### src/hw/rtl/lkcp_pkg.sv
// Types and constants for the LFU key cache.
// No dependencies; used by the core and its checker.
package lkcp_pkg;

  localparam int KEY_FIELD_W   = 40;
  localparam int COUNT_FIELD_W = 16;
  localparam int SLOT_FIELD_W  = 4;
  localparam int STATUS_W      = 2;

  localparam logic CMD_PRELOAD = 1'b0;
  localparam logic CMD_ACCESS  = 1'b1;

  localparam logic [STATUS_W-1:0] ST_HIT     = 2'd0;
  localparam logic [STATUS_W-1:0] ST_FILL    = 2'd1;
  localparam logic [STATUS_W-1:0] ST_REPLACE = 2'd2;
  localparam logic [STATUS_W-1:0] ST_IGNORED = 2'd3;

  typedef struct packed {
    logic                     cmd;
    logic [KEY_FIELD_W-1:0]   key;
    logic [COUNT_FIELD_W-1:0] preload_count;
  } in_item_t;

  typedef struct packed {
    logic [STATUS_W-1:0]      status;
    logic [SLOT_FIELD_W-1:0]  slot;
    logic [KEY_FIELD_W-1:0]   victim_key;
    logic [COUNT_FIELD_W-1:0] new_count;
  } out_item_t;

endpackage

### src/hw/rtl/lfu_key_cache_policy_core.sv
// The block takes no new item until the current one is decided; a single compare unit walks the
// key/count memory one entry per cycle, then the decide state decides and writes back.
// The result register lets the next item be taken while a result waits.
// Reset (rst_n, synchronous): store empty (fill count zero), sequencer idle, no result.
module lfu_key_cache_policy_core #(
  parameter int ENTRIES    = 16,
  parameter int KEY_BYTES  = 5,
  parameter int COUNT_BITS = 16
) (
  input  logic                 clk,
  input  logic                 rst_n,
  input  logic                 in_valid,
  output logic                 in_ready,
  input  lkcp_pkg::in_item_t   in_data,
  output logic                 out_valid,
  input  logic                 out_ready,
  output lkcp_pkg::out_item_t  out_data
);

  localparam int KEY_W  = KEY_BYTES * 8;
  localparam int IDX_W  = $clog2(ENTRIES);
  localparam int FILL_W = $clog2(ENTRIES + 1);
  localparam logic [COUNT_BITS-1:0] COUNT_MAX = '1;
  localparam logic [FILL_W-1:0]     FILL_FULL = FILL_W'(ENTRIES);
  localparam logic [FILL_W-1:0]     SCAN_END  = FILL_W'(ENTRIES);

  localparam logic [1:0] S_IDLE   = 2'd0;
  localparam logic [1:0] S_SCAN   = 2'd1;
  localparam logic [1:0] S_DECIDE = 2'd2;

  // key / count store
  logic [KEY_W-1:0]      key_mem [ENTRIES];
  logic [COUNT_BITS-1:0] cnt_mem [ENTRIES];
  logic [KEY_W-1:0]      rd_key_r;
  logic [COUNT_BITS-1:0] rd_cnt_r;

  logic [1:0]            state_r, state_nxt;
  logic [FILL_W-1:0]     scan_r, scan_nxt;
  logic [FILL_W-1:0]     fill_r, fill_nxt;
  logic                  cmd_r;
  logic [KEY_W-1:0]      key_r;
  logic [COUNT_BITS-1:0] pc_r;
  logic                  hit_r, hit_nxt;
  logic [IDX_W-1:0]      hit_idx_r, hit_idx_nxt;
  logic [COUNT_BITS-1:0] hit_cnt_r, hit_cnt_nxt;
  logic [IDX_W-1:0]      best_idx_r, best_idx_nxt;
  logic [COUNT_BITS-1:0] best_cnt_r, best_cnt_nxt;
  logic [KEY_W-1:0]      best_key_r, best_key_nxt;
  logic                  out_valid_r, out_valid_nxt;
  lkcp_pkg::out_item_t   out_data_r, out_data_nxt;

  logic [63:0]           key_in_ext;
  logic [31:0]           pc_in_ext;
  logic [FILL_W-1:0]     proc_pos;
  logic [IDX_W-1:0]      proc_idx;
  logic                  proc_en;
  logic                  better;
  logic                  out_free;
  logic                  full;

  logic                  wr_en;
  logic [IDX_W-1:0]      wr_addr;
  logic [KEY_W-1:0]      wr_key;
  logic [COUNT_BITS-1:0] wr_cnt;
  logic [1:0]            res_status;
  logic [IDX_W-1:0]      res_slot;
  logic [KEY_W-1:0]      res_victim;
  logic [COUNT_BITS-1:0] res_cnt;
  logic                  fill_inc;
  logic [7:0]            slot_ext;
  logic [63:0]           victim_ext;
  logic [31:0]           cnt_ext;

  assign in_ready  = (state_r == S_IDLE);
  assign out_valid = out_valid_r;
  assign out_data  = out_data_r;
  assign out_free  = !out_valid_r || out_ready;
  assign full      = (fill_r == FILL_FULL);

  assign key_in_ext = 64'(in_data.key);
  assign pc_in_ext  = 32'(in_data.preload_count);

  // scan step c reads entry c and evaluates entry c-1
  assign proc_pos = scan_r - FILL_W'(1);
  assign proc_idx = proc_pos[IDX_W-1:0];
  assign proc_en  = (state_r == S_SCAN) && (scan_r != '0) && (proc_pos < fill_r);
  assign better   = (proc_pos == '0) || (rd_cnt_r < best_cnt_r) ||
                    ((rd_cnt_r == best_cnt_r) && (rd_key_r < best_key_r));

  always_comb begin
    wr_en      = 1'b0;
    wr_addr    = fill_r[IDX_W-1:0];
    wr_key     = key_r;
    wr_cnt     = COUNT_BITS'(1);
    res_status = lkcp_pkg::ST_FILL;
    res_slot   = fill_r[IDX_W-1:0];
    res_victim = '0;
    res_cnt    = COUNT_BITS'(1);
    fill_inc   = 1'b0;
    if (cmd_r == lkcp_pkg::CMD_PRELOAD) begin
      priority if (hit_r) begin
        res_status = lkcp_pkg::ST_IGNORED;
        res_slot   = hit_idx_r;
        res_cnt    = hit_cnt_r;
      end else if (full) begin
        res_status = lkcp_pkg::ST_IGNORED;
        res_slot   = '0;
        res_cnt    = '0;
      end else begin
        wr_en    = 1'b1;
        wr_cnt   = pc_r;
        res_cnt  = pc_r;
        fill_inc = 1'b1;
      end
    end else begin
      priority if (hit_r) begin
        wr_en      = 1'b1;
        wr_addr    = hit_idx_r;
        wr_key     = key_r;
        wr_cnt     = (hit_cnt_r == COUNT_MAX) ? hit_cnt_r : hit_cnt_r + COUNT_BITS'(1);
        res_status = lkcp_pkg::ST_HIT;
        res_slot   = hit_idx_r;
        res_cnt    = wr_cnt;
      end else if (!full) begin
        wr_en    = 1'b1;
        fill_inc = 1'b1;
      end else begin
        wr_en      = 1'b1;
        wr_addr    = best_idx_r;
        res_status = lkcp_pkg::ST_REPLACE;
        res_slot   = best_idx_r;
        res_victim = best_key_r;
      end
    end
  end

  assign slot_ext   = 8'(res_slot);
  assign victim_ext = 64'(res_victim);
  assign cnt_ext    = 32'(res_cnt);

  always_comb begin
    state_nxt     = state_r;
    scan_nxt      = scan_r;
    fill_nxt      = fill_r;
    hit_nxt       = hit_r;
    hit_idx_nxt   = hit_idx_r;
    hit_cnt_nxt   = hit_cnt_r;
    best_idx_nxt  = best_idx_r;
    best_cnt_nxt  = best_cnt_r;
    best_key_nxt  = best_key_r;
    out_valid_nxt = out_valid_r && !out_ready;
    out_data_nxt  = out_data_r;
    unique case (state_r)
      S_IDLE: begin
        if (in_valid) begin
          state_nxt = S_SCAN;
          scan_nxt  = '0;
          hit_nxt   = 1'b0;
        end
      end
      S_SCAN: begin
        if (proc_en && !hit_r && (rd_key_r == key_r)) begin
          hit_nxt     = 1'b1;
          hit_idx_nxt = proc_idx;
          hit_cnt_nxt = rd_cnt_r;
        end
        if (proc_en && better) begin
          best_idx_nxt = proc_idx;
          best_cnt_nxt = rd_cnt_r;
          best_key_nxt = rd_key_r;
        end
        scan_nxt = scan_r + FILL_W'(1);
        if (scan_r == SCAN_END) begin
          state_nxt = S_DECIDE;
        end
      end
      S_DECIDE: begin
        if (out_free) begin
          state_nxt               = S_IDLE;
          out_valid_nxt           = 1'b1;
          out_data_nxt.status     = res_status;
          out_data_nxt.slot       = slot_ext[lkcp_pkg::SLOT_FIELD_W-1:0];
          out_data_nxt.victim_key = victim_ext[lkcp_pkg::KEY_FIELD_W-1:0];
          out_data_nxt.new_count  = cnt_ext[lkcp_pkg::COUNT_FIELD_W-1:0];
          if (fill_inc) begin
            fill_nxt = fill_r + FILL_W'(1);
          end
        end
      end
      default: begin
        state_nxt = S_IDLE;
      end
    endcase
  end

  always_ff @(posedge clk) begin
    if (!rst_n) begin
      state_r     <= S_IDLE;
      fill_r      <= '0;
      out_valid_r <= 1'b0;
      hit_r       <= 1'b0;
      scan_r      <= '0;
    end else begin
      state_r     <= state_nxt;
      fill_r      <= fill_nxt;
      out_valid_r <= out_valid_nxt;
      hit_r       <= hit_nxt;
      scan_r      <= scan_nxt;
    end
  end

  always_ff @(posedge clk) begin
    if (state_r == S_IDLE && in_valid) begin
      cmd_r <= in_data.cmd;
      key_r <= key_in_ext[KEY_W-1:0];
      pc_r  <= pc_in_ext[COUNT_BITS-1:0];
    end
    hit_idx_r  <= hit_idx_nxt;
    hit_cnt_r  <= hit_cnt_nxt;
    best_idx_r <= best_idx_nxt;
    best_cnt_r <= best_cnt_nxt;
    best_key_r <= best_key_nxt;
    out_data_r <= out_data_nxt;
  end

  // single read port driven by the scan counter, single write port at decide
  always_ff @(posedge clk) begin
    rd_key_r <= key_mem[scan_r[IDX_W-1:0]];
    rd_cnt_r <= cnt_mem[scan_r[IDX_W-1:0]];
    if (state_r == S_DECIDE && out_free && wr_en) begin
      key_mem[wr_addr] <= wr_key;
      cnt_mem[wr_addr] <= wr_cnt;
    end
  end

endmodule

### config.mk
export PLATFORM = sky130hd
export DESIGN_NAME = lfu_key_cache_policy_core
export DESIGN_NICKNAME = d
export VERILOG_FILES = /design/src/hw/rtl/lkcp_pkg.sv /design/src/hw/rtl/lfu_key_cache_policy_core.sv
export SDC_FILE = /design/constraint.sdc
export NUM_CORES = 1
export LEC_CHECK = 0
export BUFFER_PORTS_ARGS = -buffer_cell sky130_fd_sc_hd__buf_2
export CAP_MARGIN = 20
export CORE_UTILIZATION = 55
export DETAILED_ROUTE_END_ITERATION = 10
export PLACE_DENSITY = 0.78
export SYNTH_ARGS = -nofsm -noshare
export SYNTH_HDL_FRONTEND = slang
export SYNTH_SLANG_ARGS = --single-unit
### constraint.sdc
create_clock -name clk -period 10.7 [get_ports clk]
set_input_delay 2.14 -clock clk [delete_from_list [all_inputs] [get_ports clk]]
set_output_delay 2.14 -clock clk [all_outputs]
set_load 0.005 [all_outputs]
==> results of run 1 <==
==> state kept, by name, indices dropped and copies added, names as in the netlist <==
register and cells:
hit_cnt_r 16, rd_cnt_r 16, pc_r 16, cnt_mem 256, scan_r 5, fill_r 5, key_r 40, best_cnt_r 16
hit_idx_r 4, key_mem 640, hit_r 1, cmd_r 1, state_r 2, best_key_r 40, rd_key_r 40, out_data 62
out_valid 1, best_idx_r 4
==> cell usage in the layout, fill, tap and decap left out, types with 17 or more instances in the layout <==
master     count
mux4_2       280
buf_2        124
clkbuf_16    110
xnor2_1       32
clkinv_1      18
inv_1         69
o21ai_1       18
buf_4         39
nand2_1       50
clkinv_2      28
ha_1          66
edfxtp_1    1095
a21oi_1       26
and2_1        49
nand4_1       24
dfxtp_1       66
nor2_1        22
clkbuf_1      22
xor2_1        24
a21o_1        17
==> where the power goes <==
part           leakage, nW  internal (W)  switching, W  total (W)
registers             10.5       0.00500     0.0000672    0.00507
clock network         1.77       0.00217       0.00167    0.00385
logic                 4.05      0.000129      0.000129   0.000258
==> cell families (layout without fill, tap and decap cells) <==
family,Yosys count,in the layout,synth area share
flops,1165,1165,0.768
mux,288,288,0.143
simple gates,235,235,0.0285
buf+inv,155,444,0.0140
compound gates,119,119,0.0170
fa+ha+maj,66,66,0.0185
xor+xnor,56,56,0.0110
==> area by class of cell <==
cell class / instances / area (um^2) / area share
Sequential cell: 1165 / 34300 / 0.681
Multi-Input combinational cell: 764 / 9880 / 0.196
Clock buffer: 140 / 2950 / 0.0585
Tap cell: 1060 / 1330 / 0.0263
Timing Repair Buffer: 169 / 1010 / 0.0201
Clock inverter: 65 / 642 / 0.0127
Inverter: 70 / 264 / 0.00524
==> per-stage QoR <==
stage / util / total power (W) / instances / worst slack [ns] / area [um^2]
floorplan: - / 0.00532 / 2084 / 1.86 / 44600
global placement: 0.580 / 0.00541 / 3218 / 5.58 / 46700
detailed placement: 0.581 / 0.00542 / 3221 / 5.49 / 46700
CTS: 0.625 / 0.00921 / 3426 / 6.15 / 50300
global route: 0.626 / 0.00940 / 3433 / 6.01 / 50400
finish: 0.626 / 0.00917 / 3433 / 6.10 / 50400
==> metal layers <==
| metal | vias up | GRT usage |
|---|---|---|
| li1 | 8924 | - |
| met1 | 11056 | 0.331 |
| met2 | 1134 | 0.391 |
| met3 | 209 | 0.0546 |
| met4 | 6 | 0.0699 |
| met5 | - | 0 |
==> worst min path at each step <==
stage                              start  cells after the start                        to  slack (ns)
finish              rd_cnt_r[15]$_DFF_P_                      0  best_cnt_r[15]$_DFFE_PP_        0.46
global route        rd_cnt_r[13]$_DFF_P_                      0  best_cnt_r[13]$_DFFE_PP_        0.48
CTS                 rd_cnt_r[15]$_DFF_P_                      0  best_cnt_r[15]$_DFFE_PP_        0.46
detailed placement  rd_cnt_r[13]$_DFF_P_                      0  best_cnt_r[13]$_DFFE_PP_        0.45
global placement     rd_cnt_r[0]$_DFF_P_                      0   best_cnt_r[0]$_DFFE_PP_        0.45
floorplan            rd_cnt_r[0]$_DFF_P_                      0   best_cnt_r[0]$_DFFE_PP_        0.43
==> critical path, stage by stage <==
cell and delay (ns):
buf_2 0.08, nand2b_1 0.16, nor2b_4 0.16, o21ai_0 0.22, nor2_1 0.26, nand2_1 0.30, nor2_4 0.85, buf_4 0.68
==> reports/results.ini, run 1 <==
[clock_tree]
cts_setup_buffers=0
cts_tree=yes
h-tree-depth=3
cts_num_sinks=1165
clock_latency_ns=0.70
cts-root-buf=clkbuf_16
cts_resized=0
cts_made_buffers=109
clock_path_buffers=3
hold_buffers=0
clkTransAtPathRegs_ns=0.06

[synthesis]
synth_ff_type=edfxtp_1
netlist.area_leader.share=0.737
yosysTopAreaCell=edfxtp_1
netlist_instances=2084
synthTopCellsByCount=1095 x edfxtp_1, 280 x mux4_2, 70 x dfxtp_1, 70 x inv_1, 66 x ha_1
synth_edf_count=1095
post_synth_num_cell_types=61
syn-cell-area_um2=44600
ys_seq_area_frac=0.768
avgSynthCellArea_um2=21.4
synth_nets=2211
yosys_warnings=0
synthArstFlopShare=0
ys_ff_latch=1165
synth.most_common_cell=edfxtp_1
synth_top_cells_by_area=edfxtp_1 74%, mux4_2 14%, dfxtp_1 3.1%

[die]
die_area_um2=82300
start_util=0.555
coreArea_um2=80400
die_h_um=287
die_x_um=287
pin_count=125
rows=104

[critical_path]
cp-end-kind=flop
rr_endpoint=best_key_r[22]$_DFFE_PP_
criticalPathCategory=in -> reg
worstSetupStartpoint=out_ready
rr_startpoint=scan_r[2]$_SDFFE_PN0P_
arrival_ns=4.87
required_ns=10.98
startpoint_type=primary input
reg2regPathDepth=9
endpoint=cnt_mem[3][12]$_DFFE_PP_
critical_path_peak_fanout=31
rrSetupSlack_ns=6.41

[flow_run]
drv_cap=0

[cells_and_area]
diodes=0
syn_to_final_growth_pct=12.8
final_nets=2406
fillers=5204
drive_gt1_frac=0.273

[routing]
drt-initial-drc-count=2566
via_per_inst=6.21
drc=0
first_pass_iters=6
drt-total-wl_mm=97.6
vias=21329
wl_per_cell_um=28.4
met3_length_mm=9.41
wl_met2_mm=47.9
wl_met1_mm=37.7
ant_nets=0
top_layer=met5

[sta]
rsz0062_at_grt=false
slew_viol_final=0
setup_violations=0
worst_pin_slew_ns=1.21
fin_crit_sh=0.430
fin_hold_ws_ns=0.457
finalHoldViolCount=0
fin_crit_ns=4.60
fin_setup_tns_ns=0
fmax_mhz=217
maxSlewHeadroom=0.190
finalClockSkew_ns=0.0654

[place]
dp_hpwl_mm=54.2
place_congestion=0.892
portBuffers=124

[grt]
grt_use_total=0.241
grt_antenna_before_repair=5
grt_max_degree=76
grt-ovfl-total=0
grt_pass1_wl_mm=144
grt_pass1_vias=22212

[power]
powerDensity_nw_per_um2=182
vdd_drop_max_uv=160
p_leak_nw=16.3

[outcome]
outcome=complete, no violations

[min_path]
hold_path_class=reg -> reg

Note: power is estimated with default switching activity, not from simulation.
==> run 2, diff against run 1 <==
--- a/config.mk
+++ b/config.mk
@@ -9,7 +9,7 @@
 export CAP_MARGIN = 20
 export CORE_UTILIZATION = 55
 export DETAILED_ROUTE_END_ITERATION = 10
-export PLACE_DENSITY = 0.78
+export PLACE_DENSITY = 0.8
 export SYNTH_ARGS = -nofsm -noshare
 export SYNTH_HDL_FRONTEND = slang
 export SYNTH_SLANG_ARGS = --single-unit
==> constraint.sdc (replaced) <==
create_clock -name clk -period 3.85 [get_ports clk]
set_input_delay 0.77 -clock clk [delete_from_list [all_inputs] [get_ports clk]]
set_output_delay 0.77 -clock clk [all_outputs]
set_load 0.005 [all_outputs]
==> reports/results.ini, run 2 (synthesis results as in run 1) <==
[outcome]
outcome=complete, no violations

[cells_and_area]
largest_register_ffs=640  ; unchanged
regMostFlops=key_mem
syn_to_final_growth_pct=13.2
fillers=5192  ; -0.23%
drive_gt1_frac=0.275  ; +0.00171
final_common_cell=edfxtp_1
final_nets=2423  ; +0.71%
final_cell_mix=1095 x edfxtp_1, 280 x mux4_2, 124 x buf_2
diodes=0  ; unchanged

[sta]
fmax_mhz=287
fin_crit_sh=0.903
fin_hold_ws_ns=0.247  ; -0.210 ns
fin_setup_tns_ns=0  ; unchanged
maxSlewHeadroom=0.216  ; +0.0257
finalHoldViolCount=0  ; unchanged
setup_violations=0  ; unchanged
worst_pin_slew_ns=1.18  ; -0.0386 ns
finalClockSkew_ns=0.0547  ; -0.0108 ns
slew_viol_final=0  ; unchanged
fin_crit_ns=3.48
rsz0062_at_grt=false

[min_path]
min_path_cells=1  ; +1
hold_end=key_r[30]$_DFFE_PP_
hold_path_class=in -> reg
hp-start=in_data[46]

[die]
pin_count=125  ; unchanged
start_util=0.555  ; unchanged
die_h_um=287  ; unchanged
die_area_um2=82300  ; unchanged
die_x_um=287  ; unchanged
coreArea_um2=80400  ; unchanged
rows=104  ; unchanged

[place]
place_congestion=0.842  ; -5.6%
dp_hpwl_mm=54.9  ; +1.3%
portBuffers=124  ; unchanged

[power]
powerDensity_nw_per_um2=496  ; +170%
p_total_w=0.0251  ; +170%
vdd_drop_max_uv=402  ; +150%
p_leak_nw=16.4  ; +0.18%

[routing]
ant_nets=0  ; unchanged
first_pass_iters=7  ; +1
drt-initial-drc-count=2394  ; -6.7%
vias=21588  ; +1.2%
drc=0  ; unchanged
via_per_inst=6.26  ; +0.69%
drt-total-wl_mm=98.5  ; +0.94%
wl_per_cell_um=28.6  ; +0.41%

[critical_path]
rrSetupSlack_ns=0.37  ; -6.04 ns
required_ns=4.24  ; -6.74 ns
arrival_ns=3.86  ; -1.01 ns
worstSetupStartpoint=best_key_r[21]$_DFFE_PP_
criticalPathCategory=reg -> reg
reg2regPathDepth=9  ; unchanged
rr_endpoint=best_key_r[9]$_DFFE_PP_
critical_path_peak_fanout=11  ; -65%
startpoint_type=flop
rr_startpoint=best_key_r[21]$_DFFE_PP_
cp-end-kind=flop

[clock_tree]
cts_made_buffers=109  ; unchanged
clock_path_buffers=3  ; unchanged
clock_latency_ns=0.70  ; about the same
cts_tree=yes
cts_num_sinks=1165  ; unchanged
cts-root-buf=clkbuf_16
hold_buffers=0  ; unchanged
cts_resized=0  ; unchanged
h-tree-depth=3  ; unchanged
cts_setup_buffers=0  ; unchanged
clkTransAtPathRegs_ns=0.06  ; about the same

[grt]
grt_max_degree=121  ; +59%
grt_pass1_wl_mm=146  ; +1.6%
grt_pass1_vias=22676  ; +2.1%
grt_antenna_before_repair=2  ; -3
grt_use_total=0.245  ; +0.00396
grt-ovfl-total=0  ; unchanged

[flow_run]
drv_cap=0  ; unchanged

[run 2: changes by cell type in the layout (fill, tap and decap cells not counted), sizes merged]
cell,previous run,this run
buf,169,186
clkinv,51,41
inv,73,72
bufinv,9,2
clkbuf,140,155
clkinvlp,2,6
[run 2: worst max-delay path: stages (launching register included)]
cell and delay [ns]:
edfxtp_1 0.40, inv_1 0.08, ha_1 0.25, a21oi_1 0.16, o21ai_1 0.08, a221oi_1 0.37
o22ai_1 0.26, a2111oi_0 0.88, o21a_4 0.40, buf_4 0.27
[run 2: through the flow]
step | cells | instance area [um^2] | worst slack, ns | utilization
after floorplan | 2084 | 44700 | -0.505 | -
after global placement | 3241 | 47100 | 0.604 | 0.585
after detailed placement | 3241 | 47100 | 0.416 | 0.585
after CTS | 3447 | 50500 | 0.406 | 0.628
after global routing | 3451 | 50600 | 0.249 | 0.629
final | 3451 | 50600 | 0.372 | 0.629
[run 2: worst max-delay path by stage]
stage	end	slack, ns	cells after the start
floorplan	cnt_mem[10][0]$_DFFE_PP_	-0.50	6
global placement	best_key_r[12]$_DFFE_PP_	0.60	8
detailed placement	key_mem[14][18]$_DFFE_PP_	0.42	9
CTS	cnt_mem[14][15]$_DFFE_PP_	0.41	9
global route	cnt_mem[0][6]$_DFFE_PP_	0.25	9
finish	best_key_r[9]$_DFFE_PP_	0.37	9
[run 2: routing by layer]
metal	track usage	share of wire	vias to the layer above
li1	-	-	8956
met1	0.327	0.38	11252
met2	0.403	0.50	1160
met3	0.0555	0.095	216
met4	0.0813	0.032	4
met5	0	0.00023	-
[run 2: power breakdown]
group	leakage [nW]	switching, W	internal, W
clock	1.67	0.00461	0.00567
sequential	10.5	0.000154	0.0139
combinational	4.17	0.000390	0.000361
[run 2: cell type report]
| class | instances | area (um^2) | area share |
|---|---|---|---|
| clock inverter | 51 | 425 | 0.00841 |
| multi-input combinational | 764 | 9880 | 0.195 |
| timing repair buffer | 186 | 1320 | 0.0262 |
| sequential | 1165 | 34300 | 0.678 |
| clock buffer | 155 | 3040 | 0.0601 |
| inverter | 70 | 264 | 0.00522 |
| tap | 1060 | 1330 | 0.0262 |
